## config.mk

```make
export PLATFORM = sky130hd
export DESIGN_NAME = scancode_set1_ascii_queue_core_flat
export DESIGN_NICKNAME = d
export VERILOG_FILES = /design/src/sv/sqa_pkg.sv /design/src/sv/sqa_if.sv /design/src/sv/sqa_ram.sv /design/src/sv/sqa_front.sv /design/src/sv/sqa_opq.sv /design/src/sv/sqa_back.sv /design/src/sv/scancode_set1_ascii_queue_core.sv /design/src/flat_wrapper.sv
export SDC_FILE = /design/constraint.sdc
export NUM_CORES = 2
export LEC_CHECK = 0
export ABC_AREA = 1
export BUFFER_PORTS_ARGS = -buffer_cell sky130_fd_sc_hd__buf_2
export CORE_UTILIZATION = 48
export CTS_CLUSTER_DIAMETER = 80
export CTS_CLUSTER_SIZE = 24
export DETAILED_ROUTE_END_ITERATION = 10
export PLACE_DENSITY_LB_ADDON = 0.12
export SLEW_MARGIN = 25
export SYNTH_ARGS = -nofsm -noshare
export SYNTH_HDL_FRONTEND = slang
export SYNTH_HIERARCHICAL = 1
export SYNTH_SLANG_ARGS = --single-unit
```

## constraint.sdc

```tcl
create_clock -name clk -period 11.75 [get_ports clk]
set_input_delay 1.175 -clock clk [delete_from_list [all_inputs] [get_ports clk]]
set_output_delay 1.175 -clock clk [all_outputs]
set_load 0.02 [all_outputs]
```

## src/sv/sqa_pkg.sv

```systemverilog
package sqa_pkg;

  // default sizes
  localparam int QUEUE_DEPTH_DEF = 256;
  localparam int OPQ_DEPTH_DEF   = 4;

  // field widths
  localparam int CHAR_W = 7;
  localparam int SCAN_W = 8;

  // scancode bit 7 marks a release
  localparam int REL_BIT_POS = 7;

  // key codes with special meaning
  localparam logic [6:0] KEY_LSHIFT = 7'h2A;
  localparam logic [6:0] KEY_RSHIFT = 7'h36;
  localparam logic [6:0] KEY_CAPS   = 7'h3A;

  // work passed from the classifier to the queue engine
  typedef enum logic [1:0] {
    OP_NONE = 2'd0,
    OP_READ = 2'd1,
    OP_PUSH = 2'd2
  } op_kind_t;

  typedef struct packed {
    op_kind_t          kind;
    logic [CHAR_W-1:0] ch;
  } op_t;

  // us-qwerty set 1 lookup, pair is {plain, shifted}
  function automatic logic [CHAR_W-1:0] key_char(input logic [6:0] code,
                                                 input logic upper);
    logic [2*CHAR_W-1:0] pair;
    unique case (code)
      7'h01: pair = {7'h1B, 7'h1B};
      7'h02: pair = {7'h31, 7'h21};
      7'h03: pair = {7'h32, 7'h40};
      7'h04: pair = {7'h33, 7'h23};
      7'h05: pair = {7'h34, 7'h24};
      7'h06: pair = {7'h35, 7'h25};
      7'h07: pair = {7'h36, 7'h5E};
      7'h08: pair = {7'h37, 7'h26};
      7'h09: pair = {7'h38, 7'h2A};
      7'h0A: pair = {7'h39, 7'h28};
      7'h0B: pair = {7'h30, 7'h29};
      7'h0C: pair = {7'h2D, 7'h5F};
      7'h0D: pair = {7'h3D, 7'h2B};
      7'h0E: pair = {7'h08, 7'h08};
      7'h0F: pair = {7'h09, 7'h09};
      7'h10: pair = {7'h71, 7'h51};
      7'h11: pair = {7'h77, 7'h57};
      7'h12: pair = {7'h65, 7'h45};
      7'h13: pair = {7'h72, 7'h52};
      7'h14: pair = {7'h74, 7'h54};
      7'h15: pair = {7'h79, 7'h59};
      7'h16: pair = {7'h75, 7'h55};
      7'h17: pair = {7'h69, 7'h49};
      7'h18: pair = {7'h6F, 7'h4F};
      7'h19: pair = {7'h70, 7'h50};
      7'h1A: pair = {7'h5B, 7'h7B};
      7'h1B: pair = {7'h5D, 7'h7D};
      7'h1C: pair = {7'h0A, 7'h0A};
      7'h1E: pair = {7'h61, 7'h41};
      7'h1F: pair = {7'h73, 7'h53};
      7'h20: pair = {7'h64, 7'h44};
      7'h21: pair = {7'h66, 7'h46};
      7'h22: pair = {7'h67, 7'h47};
      7'h23: pair = {7'h68, 7'h48};
      7'h24: pair = {7'h6A, 7'h4A};
      7'h25: pair = {7'h6B, 7'h4B};
      7'h26: pair = {7'h6C, 7'h4C};
      7'h27: pair = {7'h3B, 7'h3A};
      7'h28: pair = {7'h27, 7'h22};
      7'h29: pair = {7'h60, 7'h7E};
      7'h2B: pair = {7'h5C, 7'h7C};
      7'h2C: pair = {7'h7A, 7'h5A};
      7'h2D: pair = {7'h78, 7'h58};
      7'h2E: pair = {7'h63, 7'h43};
      7'h2F: pair = {7'h76, 7'h56};
      7'h30: pair = {7'h62, 7'h42};
      7'h31: pair = {7'h6E, 7'h4E};
      7'h32: pair = {7'h6D, 7'h4D};
      7'h33: pair = {7'h2C, 7'h3C};
      7'h34: pair = {7'h2E, 7'h3E};
      7'h35: pair = {7'h2F, 7'h3F};
      7'h37: pair = {7'h2A, 7'h2A};
      7'h39: pair = {7'h20, 7'h20};
      default: pair = '0;
    endcase
    return upper ? pair[CHAR_W-1:0] : pair[2*CHAR_W-1:CHAR_W];
  endfunction

endpackage

```

## src/sv/sqa_if.sv

```systemverilog
// input channel: a command or a scancode
interface sqa_in_if;
  logic                        valid;
  logic                        ready;
  logic                        cmd;
  logic [sqa_pkg::SCAN_W-1:0]  scan_byte;

  modport source (output valid, output cmd, output scan_byte, input ready);
  modport sink   (input valid, input cmd, input scan_byte, output ready);
endinterface

// result channel
interface sqa_out_if;
  logic                        valid;
  logic                        ready;
  logic [sqa_pkg::CHAR_W-1:0]  ascii_char;
  logic                        char_valid;
  logic                        key_waiting;
  logic                        char_dropped;

  modport source (output valid, output ascii_char, output char_valid,
                  output key_waiting, output char_dropped, input ready);
  modport sink   (input valid, input ascii_char, input char_valid,
                  input key_waiting, input char_dropped, output ready);
endinterface

```

## src/sv/sqa_ram.sv

```systemverilog
module sqa_ram #(
  parameter int WIDTH = 8,
  parameter int DEPTH = 256
) (
  input  logic                     clk,
  input  logic                     we,
  input  logic [$clog2(DEPTH)-1:0] waddr,
  input  logic [WIDTH-1:0]         wdata,
  input  logic                     re,
  input  logic [$clog2(DEPTH)-1:0] raddr,
  output logic [WIDTH-1:0]         rdata
);

  logic [WIDTH-1:0] mem [DEPTH];
  logic [WIDTH-1:0] rdata_r;

  // write port
  always_ff @(posedge clk) begin
    if (we) begin
      mem[waddr] <= wdata;
    end
  end

  // registered read, holds until the next read
  always_ff @(posedge clk) begin
    if (re) begin
      rdata_r <= mem[raddr];
    end
  end

  assign rdata = rdata_r;

endmodule

```

## src/sv/sqa_front.sv

```systemverilog
module sqa_front (
  input  logic           clk,
  input  logic           rst_n,
  sqa_in_if.sink         in_chan,
  output logic           push_valid,
  output sqa_pkg::op_t   push_op,
  input  logic           push_ready
);

  logic             shift_r, shift_nxt;
  logic             caps_r, caps_nxt;
  logic [6:0]       code;
  logic             is_shift;
  logic             accept;
  logic [sqa_pkg::CHAR_W-1:0] ch;
  sqa_pkg::op_t     op;

  assign code     = in_chan.scan_byte[6:0];
  assign is_shift = (code == sqa_pkg::KEY_LSHIFT) || (code == sqa_pkg::KEY_RSHIFT);
  assign accept   = in_chan.valid && push_ready;
  assign ch       = sqa_pkg::key_char(code, shift_r ^ caps_r);

  // classify the item and track modifier state
  always_comb begin
    op.kind   = sqa_pkg::OP_NONE;
    op.ch     = '0;
    shift_nxt = shift_r;
    caps_nxt  = caps_r;
    if (in_chan.cmd) begin
      op.kind = sqa_pkg::OP_READ;
    end else if (in_chan.scan_byte[sqa_pkg::REL_BIT_POS]) begin
      if (is_shift) begin
        shift_nxt = 1'b0;
      end
    end else if (is_shift) begin
      shift_nxt = 1'b1;
    end else if (code == sqa_pkg::KEY_CAPS) begin
      caps_nxt = ~caps_r;
    end else if (ch != '0) begin
      op.kind = sqa_pkg::OP_PUSH;
      op.ch   = ch;
    end
  end

  // modifier registers change only on a transfer
  always_ff @(posedge clk) begin
    if (!rst_n) begin
      shift_r <= 1'b0;
      caps_r  <= 1'b0;
    end else if (accept) begin
      shift_r <= shift_nxt;
      caps_r  <= caps_nxt;
    end
  end

  assign in_chan.ready = push_ready;
  assign push_valid    = in_chan.valid;
  assign push_op       = op;

endmodule

```

## src/sv/sqa_opq.sv

```systemverilog
module sqa_opq #(
  parameter int DEPTH = sqa_pkg::OPQ_DEPTH_DEF
) (
  input  logic          clk,
  input  logic          rst_n,
  input  logic          push_valid,
  input  sqa_pkg::op_t  push_op,
  output logic          push_ready,
  output logic          pop_valid,
  output sqa_pkg::op_t  pop_op,
  input  logic          pop_ready
);

  localparam int AW = (DEPTH > 1) ? $clog2(DEPTH) : 1;
  localparam int CW = $clog2(DEPTH + 1);

  sqa_pkg::op_t   slot_r [DEPTH];
  logic [AW-1:0]  head_r, head_nxt;
  logic [AW-1:0]  tail_r, tail_nxt;
  logic [CW-1:0]  count_r;
  logic           do_push, do_pop;

  assign push_ready = (count_r != CW'(DEPTH));
  assign pop_valid  = (count_r != '0);
  assign pop_op     = slot_r[head_r];
  assign do_push    = push_valid && push_ready;
  assign do_pop     = pop_valid && pop_ready;

  // wrapping pointers
  always_comb begin
    head_nxt = (head_r == AW'(DEPTH - 1)) ? '0 : head_r + AW'(1);
    tail_nxt = (tail_r == AW'(DEPTH - 1)) ? '0 : tail_r + AW'(1);
  end

  always_ff @(posedge clk) begin
    if (do_push) begin
      slot_r[tail_r] <= push_op;
    end
  end

  always_ff @(posedge clk) begin
    if (!rst_n) begin
      head_r  <= '0;
      tail_r  <= '0;
      count_r <= '0;
    end else begin
      if (do_push) begin
        tail_r <= tail_nxt;
      end
      if (do_pop) begin
        head_r <= head_nxt;
      end
      if (do_push && !do_pop) begin
        count_r <= count_r + CW'(1);
      end else if (do_pop && !do_push) begin
        count_r <= count_r - CW'(1);
      end
    end
  end

`ifndef SYNTHESIS
  a_count_bound: assert property (@(posedge clk) disable iff (!rst_n)
    count_r <= CW'(DEPTH))
    else $error("op queue count out of range");
  a_count_track: assert property (@(posedge clk) disable iff (!rst_n)
    (do_push && !do_pop) |=> (count_r == $past(count_r) + CW'(1)))
    else $error("op queue count missed a push");
  a_order: assert property (@(posedge clk) disable iff (!rst_n)
    (count_r == CW'(1) && do_pop && !do_push) |=> (head_r == tail_r))
    else $error("op queue pointers disagree when empty");
`endif

endmodule

```

## src/sv/sqa_back.sv

```systemverilog
module sqa_back #(
  parameter int QUEUE_DEPTH = sqa_pkg::QUEUE_DEPTH_DEF
) (
  input  logic          clk,
  input  logic          rst_n,
  input  logic          op_valid,
  input  sqa_pkg::op_t  op,
  output logic          op_ready,
  sqa_out_if.source     out_chan
);

  localparam int AW = $clog2(QUEUE_DEPTH);

  logic [AW-1:0] rp_r, rp_nxt, rp_inc;
  logic [AW-1:0] wp_r, wp_nxt, wp_inc;
  logic          out_valid_r;
  logic          char_valid_r, char_valid_nxt;
  logic          key_waiting_r;
  logic          dropped_r, dropped_nxt;
  logic          go;
  logic          empty, full;
  logic          ram_we, ram_re;
  logic [sqa_pkg::CHAR_W-1:0] ram_rdata;

  assign op_ready = !out_valid_r || out_chan.ready;
  assign go       = op_valid && op_ready;

  assign rp_inc = (rp_r == AW'(QUEUE_DEPTH - 1)) ? '0 : rp_r + AW'(1);
  assign wp_inc = (wp_r == AW'(QUEUE_DEPTH - 1)) ? '0 : wp_r + AW'(1);
  assign empty  = (rp_r == wp_r);
  assign full   = (wp_inc == rp_r);

  // carry out one queued op against the character ring
  always_comb begin
    rp_nxt         = rp_r;
    wp_nxt         = wp_r;
    ram_we         = 1'b0;
    ram_re         = 1'b0;
    char_valid_nxt = 1'b0;
    dropped_nxt    = 1'b0;
    if (go) begin
      case (op.kind)
        sqa_pkg::OP_READ: begin
          if (!empty) begin
            ram_re         = 1'b1;
            rp_nxt         = rp_inc;
            char_valid_nxt = 1'b1;
          end
        end
        sqa_pkg::OP_PUSH: begin
          if (full) begin
            dropped_nxt = 1'b1;
          end else begin
            ram_we = 1'b1;
            wp_nxt = wp_inc;
          end
        end
        default: begin
        end
      endcase
    end
  end

  sqa_ram #(
    .WIDTH (sqa_pkg::CHAR_W),
    .DEPTH (QUEUE_DEPTH)
  ) u_char_ram (
    .clk   (clk),
    .we    (ram_we),
    .waddr (wp_r),
    .wdata (op.ch),
    .re    (ram_re),
    .raddr (rp_r),
    .rdata (ram_rdata)
  );

  // pointers and result register
  always_ff @(posedge clk) begin
    if (!rst_n) begin
      rp_r        <= '0;
      wp_r        <= '0;
      out_valid_r <= 1'b0;
    end else begin
      rp_r <= rp_nxt;
      wp_r <= wp_nxt;
      if (op_ready) begin
        out_valid_r <= go;
      end
    end
  end

  always_ff @(posedge clk) begin
    if (go) begin
      char_valid_r  <= char_valid_nxt;
      dropped_r     <= dropped_nxt;
      key_waiting_r <= (rp_nxt != wp_nxt);
    end
  end

  // read data stays in the ram output register while the result waits
  assign out_chan.valid        = out_valid_r;
  assign out_chan.ascii_char   = char_valid_r ? ram_rdata : '0;
  assign out_chan.char_valid   = char_valid_r;
  assign out_chan.key_waiting  = key_waiting_r;
  assign out_chan.char_dropped = dropped_r;

`ifndef SYNTHESIS
  a_no_move_on_stall: assert property (@(posedge clk) disable iff (!rst_n)
    (out_valid_r && !out_chan.ready) |=> ($stable(rp_r) && $stable(wp_r)))
    else $error("ring pointers moved while result stalled");
  a_read_data_held: assert property (@(posedge clk) disable iff (!rst_n)
    (out_valid_r && !out_chan.ready && char_valid_r) |=> $stable(ram_rdata))
    else $error("read data changed under a stalled result");
  a_flags_exclusive: assert property (@(posedge clk) disable iff (!rst_n)
    out_valid_r |-> !(char_valid_r && dropped_r))
    else $error("read and drop reported together");
  a_pop_advances: assert property (@(posedge clk) disable iff (!rst_n)
    (go && op.kind == sqa_pkg::OP_READ && !empty) |=> (rp_r != $past(rp_r)))
    else $error("read did not advance the read pointer");
`endif

endmodule

```

## src/sv/scancode_set1_ascii_queue_core.sv

```systemverilog
// Set 1 scancode to ASCII translator with a character ring. Each input item is
// either a scancode byte (cmd = 0) or a read request (cmd = 1), and each one
// gives exactly one result. Shift presses and releases and caps lock toggles
// update modifier state; other presses are looked up in a US-QWERTY table and
// queued when nonzero, or reported as dropped when the ring holds
// QUEUE_DEPTH-1 characters. The block takes one item per cycle while the
// output is not stalled: the classifier handles an item in the cycle it is
// accepted, a small op queue decouples it from the ring engine, and the ring
// engine performs one read or write on the single-port-per-direction character
// RAM each cycle it is not stalled, which sets that rate. A transferred item
// passes through the op queue and then the result register; ops waiting ahead
// in it delay the result. The character RAM needs no clearing after reset.
module scancode_set1_ascii_queue_core #(
  parameter int QUEUE_DEPTH = sqa_pkg::QUEUE_DEPTH_DEF,
  parameter int OPQ_DEPTH   = sqa_pkg::OPQ_DEPTH_DEF
) (
  input  logic       clk,
  input  logic       rst_n,
  sqa_in_if.sink     in_chan,
  sqa_out_if.source  out_chan
);

  logic          push_valid, push_ready;
  sqa_pkg::op_t  push_op;
  logic          pop_valid, pop_ready;
  sqa_pkg::op_t  pop_op;

  // classify incoming items
  sqa_front u_front (
    .clk        (clk),
    .rst_n      (rst_n),
    .in_chan    (in_chan),
    .push_valid (push_valid),
    .push_op    (push_op),
    .push_ready (push_ready)
  );

  // decoupling queue
  sqa_opq #(
    .DEPTH (OPQ_DEPTH)
  ) u_opq (
    .clk        (clk),
    .rst_n      (rst_n),
    .push_valid (push_valid),
    .push_op    (push_op),
    .push_ready (push_ready),
    .pop_valid  (pop_valid),
    .pop_op     (pop_op),
    .pop_ready  (pop_ready)
  );

  // ring engine and result register
  sqa_back #(
    .QUEUE_DEPTH (QUEUE_DEPTH)
  ) u_back (
    .clk      (clk),
    .rst_n    (rst_n),
    .op_valid (pop_valid),
    .op       (pop_op),
    .op_ready (pop_ready),
    .out_chan (out_chan)
  );

endmodule
```

## src/flat_wrapper.sv

```systemverilog
// flat-port wrapper written by rule: the top's interface ports become plain ports
module scancode_set1_ascii_queue_core_flat 
#(
  parameter int QUEUE_DEPTH = sqa_pkg::QUEUE_DEPTH_DEF,
  parameter int OPQ_DEPTH   = sqa_pkg::OPQ_DEPTH_DEF
)
  (clk, rst_n, in_chan_valid, in_chan_cmd, in_chan_scan_byte, in_chan_ready, out_chan_valid, out_chan_ascii_char, out_chan_char_valid, out_chan_key_waiting, out_chan_char_dropped, out_chan_ready);
  sqa_in_if in_chan_i ();
  sqa_out_if out_chan_i ();
  input  logic clk;
  input  logic rst_n;
  input wire logic [$bits(in_chan_i.valid)-1:0] in_chan_valid;
  input wire logic [$bits(in_chan_i.cmd)-1:0] in_chan_cmd;
  input wire logic [$bits(in_chan_i.scan_byte)-1:0] in_chan_scan_byte;
  output wire logic [$bits(in_chan_i.ready)-1:0] in_chan_ready;
  output wire logic [$bits(out_chan_i.valid)-1:0] out_chan_valid;
  output wire logic [$bits(out_chan_i.ascii_char)-1:0] out_chan_ascii_char;
  output wire logic [$bits(out_chan_i.char_valid)-1:0] out_chan_char_valid;
  output wire logic [$bits(out_chan_i.key_waiting)-1:0] out_chan_key_waiting;
  output wire logic [$bits(out_chan_i.char_dropped)-1:0] out_chan_char_dropped;
  input wire logic [$bits(out_chan_i.ready)-1:0] out_chan_ready;
  assign in_chan_i.valid = in_chan_valid;
  assign in_chan_i.cmd = in_chan_cmd;
  assign in_chan_i.scan_byte = in_chan_scan_byte;
  assign in_chan_ready = in_chan_i.ready;
  assign out_chan_valid = out_chan_i.valid;
  assign out_chan_ascii_char = out_chan_i.ascii_char;
  assign out_chan_char_valid = out_chan_i.char_valid;
  assign out_chan_key_waiting = out_chan_i.key_waiting;
  assign out_chan_char_dropped = out_chan_i.char_dropped;
  assign out_chan_i.ready = out_chan_ready;
  scancode_set1_ascii_queue_core #(.QUEUE_DEPTH(QUEUE_DEPTH), .OPQ_DEPTH(OPQ_DEPTH)) u_core (.clk(clk), .rst_n(rst_n), .in_chan(in_chan_i), .out_chan(out_chan_i));
endmodule
```

## After elaboration in Yosys (flattened, before gate mapping)

Memories as Yosys holds them, arrays and structs flattened. A register that Yosys moved wholly into a read port is not among the register bits.
Cells that the tools add are included.

| storage, ports and cells | value |
|---|---|
| memories kept | 3 |
| memory bits (writable) | 1,828 |
| register bits after elaboration | 29 |
| bits in read-only memories | 896 |
| input port bits | 13 |

Memory list:

| memory | words | width | rd ports | clocked after memory_dff | write ports | RTL line | text |
|---|---|---|---|---|---|---|---|
| u_core.u_back.u_char_ram.mem | 256 | 7 | 1 | 1 | 1 | sqa_ram.sv:14 | `logic [WIDTH-1:0] mem [DEPTH];` |
| (no name shown) | 64 | 14 | 1 | 0 | 0 | sqa_pkg.sv:35 | `unique case (code)` |
| u_core.u_opq.slot_r | 4 | 9 | 1 | 1 | 1 | sqa_opq.sv:17 | `sqa_pkg::op_t slot_r [DEPTH];` |

| operators by class | value |
|---|---|
| mux-type cells | 37 |
| add/subtract/negate cells | 6 |
| reduce and logical (&&, ||, !) cells | 14 |
| equality and inequality tests | 13 |
| bitwise logic cells | 5 |

Operators with widths:

| kind | number |
|---|---|
| $mux 8 | 8 |
| $mux 9 | 4 |
| $eq 7x6->1 const B | 3 |
| $mux 7 | 3 |
| $add 8x1->8 const B | 2 |
| $eq 8x8->1 | 2 |
| $eq 8x8->1 const B | 2 |
| $mux 1 | 14 |
| $mux 14 | 1 |
| $mux 2 | 5 |
| $ne 8x8->1 | 1 |
| $reduce_bool 7->1 | 1 |
| $eq 2x2->1 const B | 3 |
| $mux 3 | 2 |
| $reduce_and 5->1 | 1 |
| $add 2x1->2 const B | 2 |
| $logic_and 1x1->1 | 4 |
| $not 1->1 | 4 |
| $add 3x1->3 const B | 1 |
| $logic_not 1->1 | 3 |
| $ne 3x3->1 const B | 1 |
| $reduce_and 3->1 | 1 |
| $reduce_bool 3->1 | 1 |
| $sub 3x1->3 const B | 1 |
| 4 further kinds | 5 |

## Depth between registers and ports, before layout

An unclocked memory read counts as a cell.

| logic depth | value |
|---|---|
| depth in word-level cells | 9 |
| gate-level depth with buffers | 21 |
| gate-level depth less buffers | 19 |

## Cells and area by module

Netlist, hierarchy kept.

By module, submodules not included:

| module | seq. area each (µm²) | area each (µm²) | times used | cells an instance |
|---|---|---|---|---|
| sqa_ram | 54,021.8 | 73,339.1 | 1 | 6,218 |
| sqa_opq | 1,261.2 | 1,860.5 | 1 | 156 |
| sqa_back | 430.4 | 1,635.3 | 1 | 285 |
| sqa_front | 40.0 | 1,461.4 | 1 | 298 |

## Worst setup path after synthesis

OpenSTA, ideal clock, no wires.

| timing path | value |
|---|---|
| path type | register to register |
| from | reg (tool-made name) |
| to | mem u_core/u_back/u_char_ram/mem[0][0] (netlist bit) (data pin) |
| buffers on the path | 2 |
| clock period less this slack | 9.119 ns |
| data arrival time | 7.535 ns |
| required time | 10.166 ns |
| cell stages (with the launch flop) | 5 |
| slack | 2.631 ns |
| cell sequence | dfxtp_1 > buf_6 > buf_6 > nor2_1 > o22ai_1 |

RTL lines:

| item | RTL line |
|---|---|
| end, declared | sqa_ram.sv:14 |

## Worst setup path in the final report

| timing path | value |
|---|---|
| from | reg u_core.u_back.rp_r[0] |
| to | mem u_core/u_back/u_char_ram/mem[160][1] (netlist bit) (enable) |

| on the way | value |
|---|---|
| word-level cells in the longest chain between the ends | 6 |

Ends and longest elaborated chain:

| item | RTL line | text |
|---|---|---|
| start, declared | sqa_back.sv:14 | `logic [AW-1:0] rp_r, rp_nxt, rp_inc;` |
| start signal, assigned | sqa_back.sv:84 | `rp_r <= rp_nxt;` |
| $eq 8x8->1 | sqa_back.sv:31 | `assign full = (wp_inc == rp_r);` |
| $mux 1 | sqa_back.sv:51 | `if (full) begin` |
| $mux 1 | sqa_back.sv:42 | `case (op.kind)` |
| $mux 1 | sqa_back.sv:41 | `if (go) begin` |
| named net u_core.u_back.ram_we | sqa_back.sv:22 | `logic ram_we, ram_re;` |
| $mux 1 | sqa_ram.sv:19 | `if (we) begin` |
| $mux 1 (implied by the code) | sqa_ram.sv:20 | `mem[waddr] <= wdata;` |

The timed path passes the listed nets, and every way through them passes these cells.

==> metrics.md <==
| Metric | Value |
|---|---|
| ANT nets after route | `0` |
| Synth Area in XOR/XNOR | `0.110%` |
| Post-synthesis mux area share | `0%` |
| Die area | `approximately 160,000 um2` |
| Drt first pass iters | `5` |
| Clk Latency, worst-skew pair | `750 ps` |
| CTS root buffer | `clkbuf_16` |
| Die Height | `406 um` |
| CP startpoint kind | `register` |
| DRT Wirelength | `213 mm` |
| Fmax | `0.190 GHz` |
| Synthesis-to-layout area growth | `5.63%` |
| Largest family of logic cells by synthesized area | `simple AND/OR/NAND/NOR gates` |
| Core Area | `161,000 um2` |
| Max_slew headroom | `25.9%` |
| Least-Margin Pin Slew | `1110 ps` |
| HP Class | `reg2reg` |
| Cell family with most CP delay | `simple AND/OR/NAND/NOR gates` |
| Syn Area/Cell | `~11 um2` |
| Wire length per cell | `23.9 um` |
| Io pins | `25` |
| Vias in the first global route | `between 40,000 and 50,000` |
| Layout cell share with drive strength beyond 1 | `under 10%` |
| Max-cap viol count | `0` |
| # rows | `roughly 150` |
| Placer Congestion | `roughly 0.94` |
| CP Cell Sequence | `buf_4, nand2_1, nand3_1, nor2_1, nand3_2, nand2_2, inv_1, nand3_1, nor2_1` |
| Hold Fails Final Rpt | `0` |
| CTS H-tree depth | `3` |
| Critical path class | `reg2reg` |
| Post-cts resize count | `0` |
| Sum of buffers and inverters on the critical path | `2` |
| Final setup TNS | `0 ps` |
| Slowest stage cell, crit path | `nand3_1` |
| P_leak | `28.5 nW` |
| DIE WIDTH | `406 um` |
| CP max FO | `81` |
| Vias per cell | `5.74` |
| Period utilisation layout | `about 45%` |
| IO Port Bufs | `24` |
| Syn nets | `approximately 7,000` |
| Total track usage | `25.7%` |
| Hold slack final | `540 ps` |
| Power Density | `245 nW/um2` |
| Antenna violations before repair | `1` |
| Post-synth EDFFs | `roughly 1,800` |
| Final min period | `5250 ps` |
| Antenna cells | `0` |
| Crit path largest cell delay | `approximately 960 ps` |
| Max clock buf depth | `3` |
| Post-Synth Adder-Cell Area | `less than 1%` |
| Post-Syn Instances | `just under 7,000` |
| Seq/Total Area, Yosys | `71.2%` |
| Top_reg_cell synth | `edfxtp_1` |
| Final Max Tran Viols | `0` |
| Unrepaired setup endpoints after global routing | `no` |
| Largest net degree at the start of global routing | `~210` |
| Cts bufs inserted | `99` |
| Ys async rst share | `0%` |
| Compound-Gate Fraction of Synth Area | `0.481%` |
| Register area | `55,800 um2` |
| Yosys cell types | `40` |
| Critical path capture point type | `register` |
| CTS Hold Bufs | `0` |
| Status | `complete, no violations` |
| Iter 0 DRT Violations | `around 6,000` |
| DR DRC count | `0` |
| First-pass GRT wire length | `roughly 310 mm` |
| Layout Skew | `42.2 ps` |
| Multi-input gate area | `19,800 um2` |
| Final nets | `6,727` |
| Post-CTS setup buffer count | `0` |
| CTS tree | `done` |
| Setup Viol. Count Final | `0` |
| Via Count | `approximately 51,000` |
| Yosys reg bits | `roughly 1,900` |
| Yosys warning total | `6` |
| Sink count of the clock tree | `roughly 1,900` |
| Peak VDD IR | `279 uV` |
| Clock transition at path regs | `90 ps` |
| Area share of and/or/nand/nor cells after synthesis | `24.2%` |
| Grt ovf | `0` |
| Post-synth design cell area | `78,300 um2` |
| DPL Wire Length | `121 mm` |
| Critical Path RT | `roughly 12,000 ps` |
| Initial Util | `48.5%` |
| Data arrival, critical path | `5620 ps` |
| # fillers | `14,232` |
-- cell usage after synthesis (3+ instances only) --
library cell	number	share of area, %
a21oi_1	20	0.13
inv_2	7	0.034
xor2_1	5	0.056
edfxtp_1	1838	70
nor2_2	4	0.032
nor2_1	376	1.8
buf_2	232	1.5
ha_1	20	0.32
nand3_1	1800	12
dfxtp_1	28	0.72
o22ai_1	10	0.080
nand3_2	3	0.038
buf_6	22	0.32
o21ai_0	28	0.18
o21ai_1	6	0.038
nand2_1	2189	10
nand4_1	16	0.13
buf_1	40	0.19
clkbuf_1	102	0.49
inv_1	125	0.60
xnor2_1	3	0.034
nand3b_1	5	0.048
buf_4	50	0.48
nand2_2	8	0.064
-- state kept, by name, indices dropped and copies added, names as in the netlist, named ones only --
name and cells:
u_core/u_back/wp_r 8, u_core/u_back/u_char_ram/rdata 7, u_core/u_front/caps_r 1, u_core/u_opq/tail_r 2, u_core/u_opq/slot_r 36, u_core/u_back/rp_r 8, u_core/u_back/u_char_ram/mem 1792, u_core/u_back/out_chan.char_valid 1
u_core/u_back/out_chan.char_dropped 1, u_core/u_opq/head_r 2, u_core/u_back/out_chan.key_waiting 1, u_core/u_opq/count_r 3, u_core/u_front/shift_r 1, u_core/u_back/out_chan.valid 1
-- path summary, 6_finish.rpt --
kind                                start                                   end  cells past startpoint  slack, ps
hold reg to reg   u_core/u_opq/count_r[0]               u_core/u_opq/count_r[0]                      2        540
hold / removal    u_core/u_opq/count_r[0]               u_core/u_opq/count_r[0]                      2        540
setup reg to reg    u_core/u_back/rp_r[0]  u_core/u_back/u_char_ram/mem[160][1]                      9       6500
setup / recovery    u_core/u_back/rp_r[0]  u_core/u_back/u_char_ram/mem[160][1]                      9       6500
-- kinds of logic (layout without fill, tap and decap cells) --
group                      count (synthesis)  in the layout
buffers and inverters                    585            379
adders and majority gates                 21             21
and+or+nand+nor                         4409           4409
AOI/OAI and AO/OA                         67             67
xor gates and xnor gates                   9              9
DFF                                     1866           1866
-- tightest hold or removal path, stage by stage, from the launching register on --
cell and delay [ps]:
dfxtp_1 360, inv_1 80, a21oi_1 60
-- cell usage in the layout, fill, tap and decap left out, types with 5 or more instances in the layout --
| master | instances |
|---|---|
| buf_4 | 46 |
| nand2_1 | 2177 |
| inv_1 | 123 |
| inv_4 | 5 |
| xor2_1 | 5 |
| nand2_2 | 20 |
| buf_12 | 9 |
| nor2_1 | 376 |
| inv_8 | 11 |
| clkbuf_16 | 101 |
| o22ai_4 | 7 |
| o21ai_0 | 28 |
| clkbuf_1 | 6 |
| clkinv_8 | 6 |
| dfxtp_1 | 23 |
| ha_1 | 20 |
| inv_6 | 9 |
| nand4_1 | 16 |
| o21ai_1 | 6 |
| nand3b_1 | 5 |
| edfxtp_1 | 1838 |
| buf_2 | 24 |
| bufinv_16 | 6 |
| a21oi_1 | 20 |
| nand3_1 | 1800 |
| clkinv_1 | 9 |
| inv_2 | 6 |
-- per-stage QoR --
| step | instances | worst slack [ps] | cell area, um2 | util [%] | total power, mW |
|---|---|---|---|---|---|
| final | 8911 | 6500 | 82700 | 51.3 | 20.3 |
| after detailed placement | 8752 | 6370 | 79500 | 49.3 | 16.5 |
| after global routing | 8911 | 6080 | 82700 | 51.3 | 21.2 |
| after CTS | 8911 | 6450 | 82700 | 51.3 | 20.3 |
| after global placement | 8752 | 6430 | 79500 | 49.3 | 16.5 |
| after floorplan | 6957 | 2630 | 78300 | - | 14.3 |
-- layer usage --
metal	wire, um	up-vias	track usage, %
met2	98900	1956	40.6
li1	-	23725	-
met5	0	-	0
met3	14700	272	3.03
met4	5850	0	7.65
met1	93500	25197	37.4
-- layout make-up --
type,count,area share (%)
Tap cell,2160,3.27
Timing Repair Buffer,83,0.835
Clock inverter,48,0.697
Multi-Input combinational cell,4506,23.9
Inverter,137,0.675
Sequential cell,1866,67.4
Clock buffer,111,3.15
-- where the power goes --
part / leakage (nW) / total [mW] / switching (mW) / internal (mW)
combinational: 10.1 / 7.17 / 5.74 / 1.43
sequential: 16.8 / 9.16 / 0.154 / 9.01
clock: 1.56 / 3.93 / 2.15 / 1.78
No activity file was read; power rests on OpenSTA's default activity.
